`config.mk`:
```
export PLATFORM = sky130hd
export DESIGN_NAME = gf256_arith_unit_core
export DESIGN_NICKNAME = d
export VERILOG_FILES = /design/src/hdl/gfau_pkg.sv /design/src/hdl/gfau_cell.sv /design/src/hdl/gfau_out_stage.sv /design/src/hdl/gf256_arith_unit_core.sv
export SDC_FILE = /design/constraint.sdc
export NUM_CORES = 2
export LEC_CHECK = 0
export BUFFER_PORTS_ARGS = -buffer_cell sky130_fd_sc_hd__buf_4
export CORE_ASPECT_RATIO = 1.1
export CORE_MARGIN = 3
export CORE_UTILIZATION = 65
export CTS_CLUSTER_SIZE = 28
export DETAILED_ROUTE_END_ITERATION = 8
export PLACE_DENSITY_LB_ADDON = 0.12
export RECOVER_POWER = 100
export SLEW_MARGIN = 30
export SYNTH_ARGS = -nofsm -noshare
export SYNTH_HDL_FRONTEND = slang
export SYNTH_HIERARCHICAL = 1
export SYNTH_SLANG_ARGS = --single-unit
```
`constraint.sdc`:
```
create_clock -name clock -period 11.4 [get_ports clock]
set_input_delay 2.28 -clock clock [delete_from_list [all_inputs] [get_ports clock]]
set_output_delay 2.28 -clock clock [all_outputs]
set_load 0.005 [all_outputs]
```
`src/hdl/gfau_pkg.sv`:
```
// Shared types, constants and the field multiply for the GF(2^8) arithmetic unit
`default_nettype none

package gfau_pkg;

   localparam int GF_WIDTH   = 8;
   localparam int CELL_COUNT = 8;

   localparam logic [GF_WIDTH-1:0]   POLY_RESET = 8'h1B;
   localparam logic [GF_WIDTH-1:0]   GF_ONE     = 8'h01;
   localparam logic [CELL_COUNT-1:0] INV_EXP    = 8'd254;

   typedef enum logic [1:0] {
      MODE_ADD = 2'd0,
      MODE_SUB = 2'd1,
      MODE_MUL = 2'd2,
      MODE_DIV = 2'd3
   } mode_type;

   typedef struct packed {
      mode_type            mode;
      logic [GF_WIDTH-1:0] operand_a;
      logic [GF_WIDTH-1:0] operand_b;
   } req_type;

   typedef struct packed {
      logic [GF_WIDTH-1:0] result;
      logic                div_by_zero;
   } rsp_type;

   typedef struct packed {
      mode_type            mode;
      logic [GF_WIDTH-1:0] operand_a;
      logic [GF_WIDTH-1:0] operand_b;
      logic [GF_WIDTH-1:0] acc;
      logic [GF_WIDTH-1:0] base;
   } cell_word_type;

   function automatic logic [GF_WIDTH-1:0] gf_mul(input logic [GF_WIDTH-1:0] a,
                                                 input logic [GF_WIDTH-1:0] b,
                                                 input logic [GF_WIDTH-1:0] poly);
      logic [GF_WIDTH-1:0] acc;
      acc = '0;
      for (int i = GF_WIDTH - 1; i >= 0; i--) begin
         acc = {acc[GF_WIDTH-2:0], 1'b0} ^ (acc[GF_WIDTH-1] ? poly : '0);
         if (a[i]) begin
            acc = acc ^ b;
         end
      end
      return acc;
   endfunction

endpackage

`default_nettype wire

```
`src/hdl/gfau_cell.sv`:
```
// One square-and-multiply cell of the inversion chain
`default_nettype none

module gfau_cell
   import gfau_pkg::*;
(
   input  wire logic          clock,
   input  wire logic          reset,
   input  wire logic          advance,
   input  wire logic          exp_bit,
   input  wire logic [GF_WIDTH-1:0] poly,
   input  wire logic          in_valid,
   input  wire cell_word_type in_word,
   output logic               out_valid,
   output cell_word_type      out_word
);

   logic          valid_ff;
   logic          valid_in;
   cell_word_type word_ff;
   cell_word_type word_in;

   always_comb begin
      valid_in     = advance ? in_valid : valid_ff;
      word_in      = in_word;
      word_in.acc  = exp_bit ? gf_mul(in_word.acc, in_word.base, poly) : in_word.acc;
      word_in.base = gf_mul(in_word.base, in_word.base, poly);
   end

   always_ff @(posedge clock) begin
      if (reset) begin
         valid_ff <= 1'b0;
      end else begin
         valid_ff <= valid_in;
      end
   end

   // hold payload while stalled
   always_ff @(posedge clock) begin
      if (advance) begin
         word_ff <= word_in;
      end
   end

   assign out_valid = valid_ff;
   assign out_word  = word_ff;

endmodule

`default_nettype wire

```
`src/hdl/gfau_out_stage.sv`:
```
// Final multiply, result register and skid buffer
`default_nettype none

module gfau_out_stage
   import gfau_pkg::*;
(
   input  wire logic          clock,
   input  wire logic          reset,
   input  wire logic [GF_WIDTH-1:0] poly,
   input  wire logic          in_valid,
   input  wire cell_word_type in_word,
   output logic               advance,
   output logic               rsp_valid,
   input  wire logic          rsp_ready,
   output rsp_type            rsp_word
);

   logic    rsp_valid_ff;
   logic    rsp_valid_in;
   rsp_type rsp_word_ff;
   rsp_type rsp_word_in;
   logic    skid_valid_ff;
   logic    skid_valid_in;
   rsp_type skid_word_ff;
   rsp_type skid_word_in;
   rsp_type calc_word;
   logic [GF_WIDTH-1:0] mul_operand;
   logic    take;

   always_comb begin
      mul_operand = (in_word.mode == MODE_DIV) ? in_word.acc : in_word.operand_b;
      case (in_word.mode)
         MODE_ADD, MODE_SUB: begin
            calc_word.result = in_word.operand_a ^ in_word.operand_b;
         end
         MODE_MUL, MODE_DIV: begin
            calc_word.result = gf_mul(in_word.operand_a, mul_operand, poly);
         end
         default: begin
            calc_word.result = '0;
         end
      endcase
      calc_word.div_by_zero = (in_word.mode == MODE_DIV) && (in_word.operand_b == '0);
   end

   assign advance = !skid_valid_ff;
   assign take    = rsp_valid_ff && rsp_ready;

   always_comb begin
      rsp_valid_in  = rsp_valid_ff;
      rsp_word_in   = rsp_word_ff;
      skid_valid_in = skid_valid_ff;
      skid_word_in  = skid_word_ff;
      if (skid_valid_ff) begin
         if (take) begin
            rsp_word_in   = skid_word_ff;
            skid_valid_in = 1'b0;
         end
      end else if (in_valid) begin
         if (!rsp_valid_ff || take) begin
            rsp_valid_in = 1'b1;
            rsp_word_in  = calc_word;
         end else begin
            skid_valid_in = 1'b1;
            skid_word_in  = calc_word;
         end
      end else if (take) begin
         rsp_valid_in = 1'b0;
      end
   end

   always_ff @(posedge clock) begin
      if (reset) begin
         rsp_valid_ff  <= 1'b0;
         skid_valid_ff <= 1'b0;
      end else begin
         rsp_valid_ff  <= rsp_valid_in;
         skid_valid_ff <= skid_valid_in;
      end
   end

   always_ff @(posedge clock) begin
      rsp_word_ff  <= rsp_word_in;
      skid_word_ff <= skid_word_in;
   end

   assign rsp_valid = rsp_valid_ff;
   assign rsp_word  = rsp_word_ff;

endmodule

`default_nettype wire

```
`src/hdl/gf256_arith_unit_core.sv`:
```
// Top level of the GF(2^8) arithmetic unit: inversion cell chain and output stage
// Throughput: one word per cycle while the skid buffer is empty; the eight-cell
// square-and-multiply chain forming b^254 is fully pipelined, followed by one
// multiply (an XOR for add and sub) into the output register.
// A one-word skid buffer keeps req_ready registered and independent of rsp_ready.
// Reset: synchronous, clears all valid bits and sets the reduction polynomial to 0x1B.
`default_nettype none

module gf256_arith_unit_core
   import gfau_pkg::*;
(
   input  wire logic    clock,
   input  wire logic    reset,
   input  wire logic    csr_wr_en,
   input  wire logic [GF_WIDTH-1:0] csr_wr_data,
   input  wire logic    req_valid,
   output logic         req_ready,
   input  wire req_type req_word,
   output logic         rsp_valid,
   input  wire logic    rsp_ready,
   output rsp_type      rsp_word
);

   logic [GF_WIDTH-1:0] reduction_poly_ff;
   logic [GF_WIDTH-1:0] reduction_poly_in;
   logic                advance;
   logic                chain_valid [CELL_COUNT+1];
   cell_word_type       chain_word  [CELL_COUNT+1];

   assign reduction_poly_in = csr_wr_en ? csr_wr_data : reduction_poly_ff;

   always_ff @(posedge clock) begin
      if (reset) begin
         reduction_poly_ff <= POLY_RESET;
      end else begin
         reduction_poly_ff <= reduction_poly_in;
      end
   end

   assign req_ready = advance;

   always_comb begin
      chain_valid[0]          = req_valid;
      chain_word[0].mode      = req_word.mode;
      chain_word[0].operand_a = req_word.operand_a;
      chain_word[0].operand_b = req_word.operand_b;
      chain_word[0].acc       = GF_ONE;
      chain_word[0].base      = req_word.operand_b;
   end

   for (genvar i = 0; i < CELL_COUNT; i++) begin : g_cell
      gfau_cell u_cell (
         .clock     (clock),
         .reset     (reset),
         .advance   (advance),
         .exp_bit   (INV_EXP[i]),
         .poly      (reduction_poly_ff),
         .in_valid  (chain_valid[i]),
         .in_word   (chain_word[i]),
         .out_valid (chain_valid[i+1]),
         .out_word  (chain_word[i+1])
      );
   end

   gfau_out_stage u_out_stage (
      .clock     (clock),
      .reset     (reset),
      .poly      (reduction_poly_ff),
      .in_valid  (chain_valid[CELL_COUNT]),
      .in_word   (chain_word[CELL_COUNT]),
      .advance   (advance),
      .rsp_valid (rsp_valid),
      .rsp_ready (rsp_ready),
      .rsp_word  (rsp_word)
   );

endmodule

`default_nettype wire

```
==> summary.md <==
| Metric | Value |
|---|---|
| RR Endpoint | g_cell[3].u_cell/out_word[14] |
| Largest net degree at the start of global routing | 162 |
| Vias in the first global route | 29100 |
| Setup repair bufs after CTS | 0 |
| Ports | 42 |
| Final Skew | 45.4 ps |
| Clk buf depth | 3 |
| Layout area overhead | 2.89% |
| Worst Hold Depth | 0 |
| CP Class | flip-flop to flip-flop |
| Per-cell routed wire length | 17.6 µm |
| Final worst-path cycle share | 69.4% |
| Initial antenna violation count | 0 |
| RSZ-0062 raised after global routing | false |
| Clock Sinks | 300 |
| Reg-to-Reg Start | reduction_poly_ff[7] |
| WL final | 89900 µm |
| Min Tclk post-route | 7920 ps |
| Fmax | 126 MHz |
| Number of buffers added on ports | 41 |
| H-tree depth | 2 |
| Sum Neg Setup Slack | 0 ps |
| RD Place Congestion | 0.902 |
| Startpoint Class | flip-flop |
| Synth Area per Inst | 7.82 µm² |
| # DRC | 0 |
| Slew of the pin with the lowest slew margin | 3480 ps |
| Hold EP | g_cell[7].u_cell/out_word[31] |
| Reg2reg setup slack | 3480 ps |
| Nets | 4382 |
| Global-route usage over all layers | 30.2% |
| GR peak layer | met2 |
| Core area | 54200 µm² |
| Clk Tree Root Cell | clkbuf_16 |
| GRT overflow | 0 |
| Hold/Removal Path Class | flip-flop to flip-flop |
| CTS buffer count | 36 |
| Synth Cell Area | 36000 µm² |
| Chip height | 253 µm |
| Setup violations, final | 0 |
| TritonCTS clock tree | built |
| Crit path required time | 11750 ps |
| Hold_sp | g_cell[6].u_cell/out_word[31] |
| M1 GR Usage | 40.7% |
| Die footprint | 58200 µm² |
| Starting Density | 66.3% |
| Ant diodes | 0 |
| Syn. warnings | 6 |
| Die width | 230 µm |
| Slew Limit Fails | 280 |
| GRT met2 Usage | 51.3% |
| Hold Vio Cnt, Final | 0 |
| Starting DRT DRC Count | 3117 |
| FF-to-FF path depth | 14 |
| Vias per cell | 6.15 |
| CTS hold repair buffers | 0 |
| Crit path DAT | 8260 ps |
| Final Cell Area | 37000 µm² |
| Outcome | complete, but fails checks |
| Clk_lat worst skew | 590 ps |
| Critical Path Sink Type | flip-flop |
| Hold slack | 410 ps |
| Dpl hpwl | 58000 µm |
| Detailed-route via count | 31400 |
| Placed cell area | 35900 µm² |
| Max-Cap Viols | 6 |
| M3 GR Usage | 2.58% |
| Share of cells above drive strength 1 | 5.98% |
| Relative slew slack | -133% |
| Placement row count | 89 |
| First-pass GRT wire length | 149000 µm |
| CP max FO | 161 |
| Initial DRT Pass Iterations | 6 |
| Post-CTS resize count | 0 |
| Failing checks | capacitance limit, slew limit |
| Layout Utilization | 68.2% |
| CTS clk-pin slew, worst paths | 70 ps |
| Post-Syn Instances | 4601 |
| Final ANT Viol Nets | 0 |
flip-flops by register name, indices dropped and copies added, names as in the netlist:
name                       count
g_cell.u_cell/out_word       264
reduction_poly_ff              8
u_out_stage/skid_valid_ff      1
g_cell.u_cell/out_valid        8
u_out_stage/rsp_valid          1
u_out_stage/skid_word_ff       9
u_out_stage/rsp_word           9
through the flow:
step / setup slack [ps] / cells
global placement: 5900 / 5039
CTS: 5810 / 5107
global route: 2970 / 5107
finish: 3480 / 5107
detailed placement: 5760 / 5041
floorplan: 1030 / 4630
placed cells by master, fill, tap and decap left out, types with 36 or more instances in the layout:
cell type / instances
nor2b_1: 36
inv_1: 64
nor2_1: 209
edfxtp_1: 282
a21oi_1: 239
nand2_1: 1033
xor2_1: 141
xnor3_1: 55
xnor2_1: 804
clkbuf_16: 36
o22ai_1: 52
o21ai_0: 318
nand3_1: 116
mux2i_1: 45
a31oi_1: 51
worst max-delay path, stage by stage (launching register included):
cell and delay, ps:
dfxtp_4 790, clkbuf_1 2440, buf_12 490, nand3b_1 140, a21oi_1 270, or2_0 600
nand3_1 330, a41o_1 320, o31ai_1 380, nand3_1 240, a211o_1 360, a31oi_1 450
o21ai_0 200, xnor3_1 420, a21oi_1 60
final cells by class:
type	count	area, µm²
multi-input cells	3865	25100
fillers	4525	17200
flip-flops and latches	300	8860
well taps	728	911
clock buffers	37	905
repair buffers	67	533
clock inverters	29	402
inverters	81	305
metal layers:
metal	part of all wire, %	vias up
met5	0	-
met4	2.5	0
met3	6.1	167
met2	48	1101
met1	44	14900
li1	-	15300
how the worst max path moves through the flow:
stage,startpoint,endpoint
global placement,reduction_poly_ff[7],g_cell[3].u_cell/out_word[14]
detailed placement,reduction_poly_ff[7],g_cell[2].u_cell/out_word[14]
CTS,reduction_poly_ff[7],g_cell[2].u_cell/out_word[14]
global route,reduction_poly_ff[7],g_cell[1].u_cell/out_word[13]
finish,reduction_poly_ff[7],g_cell[3].u_cell/out_word[14]
floorplan,u_out_stage/skid_valid_ff,req_ready
Power is not shown: default switching activity piles up to over one toggle a cycle in this logic, so the estimate is an artifact.
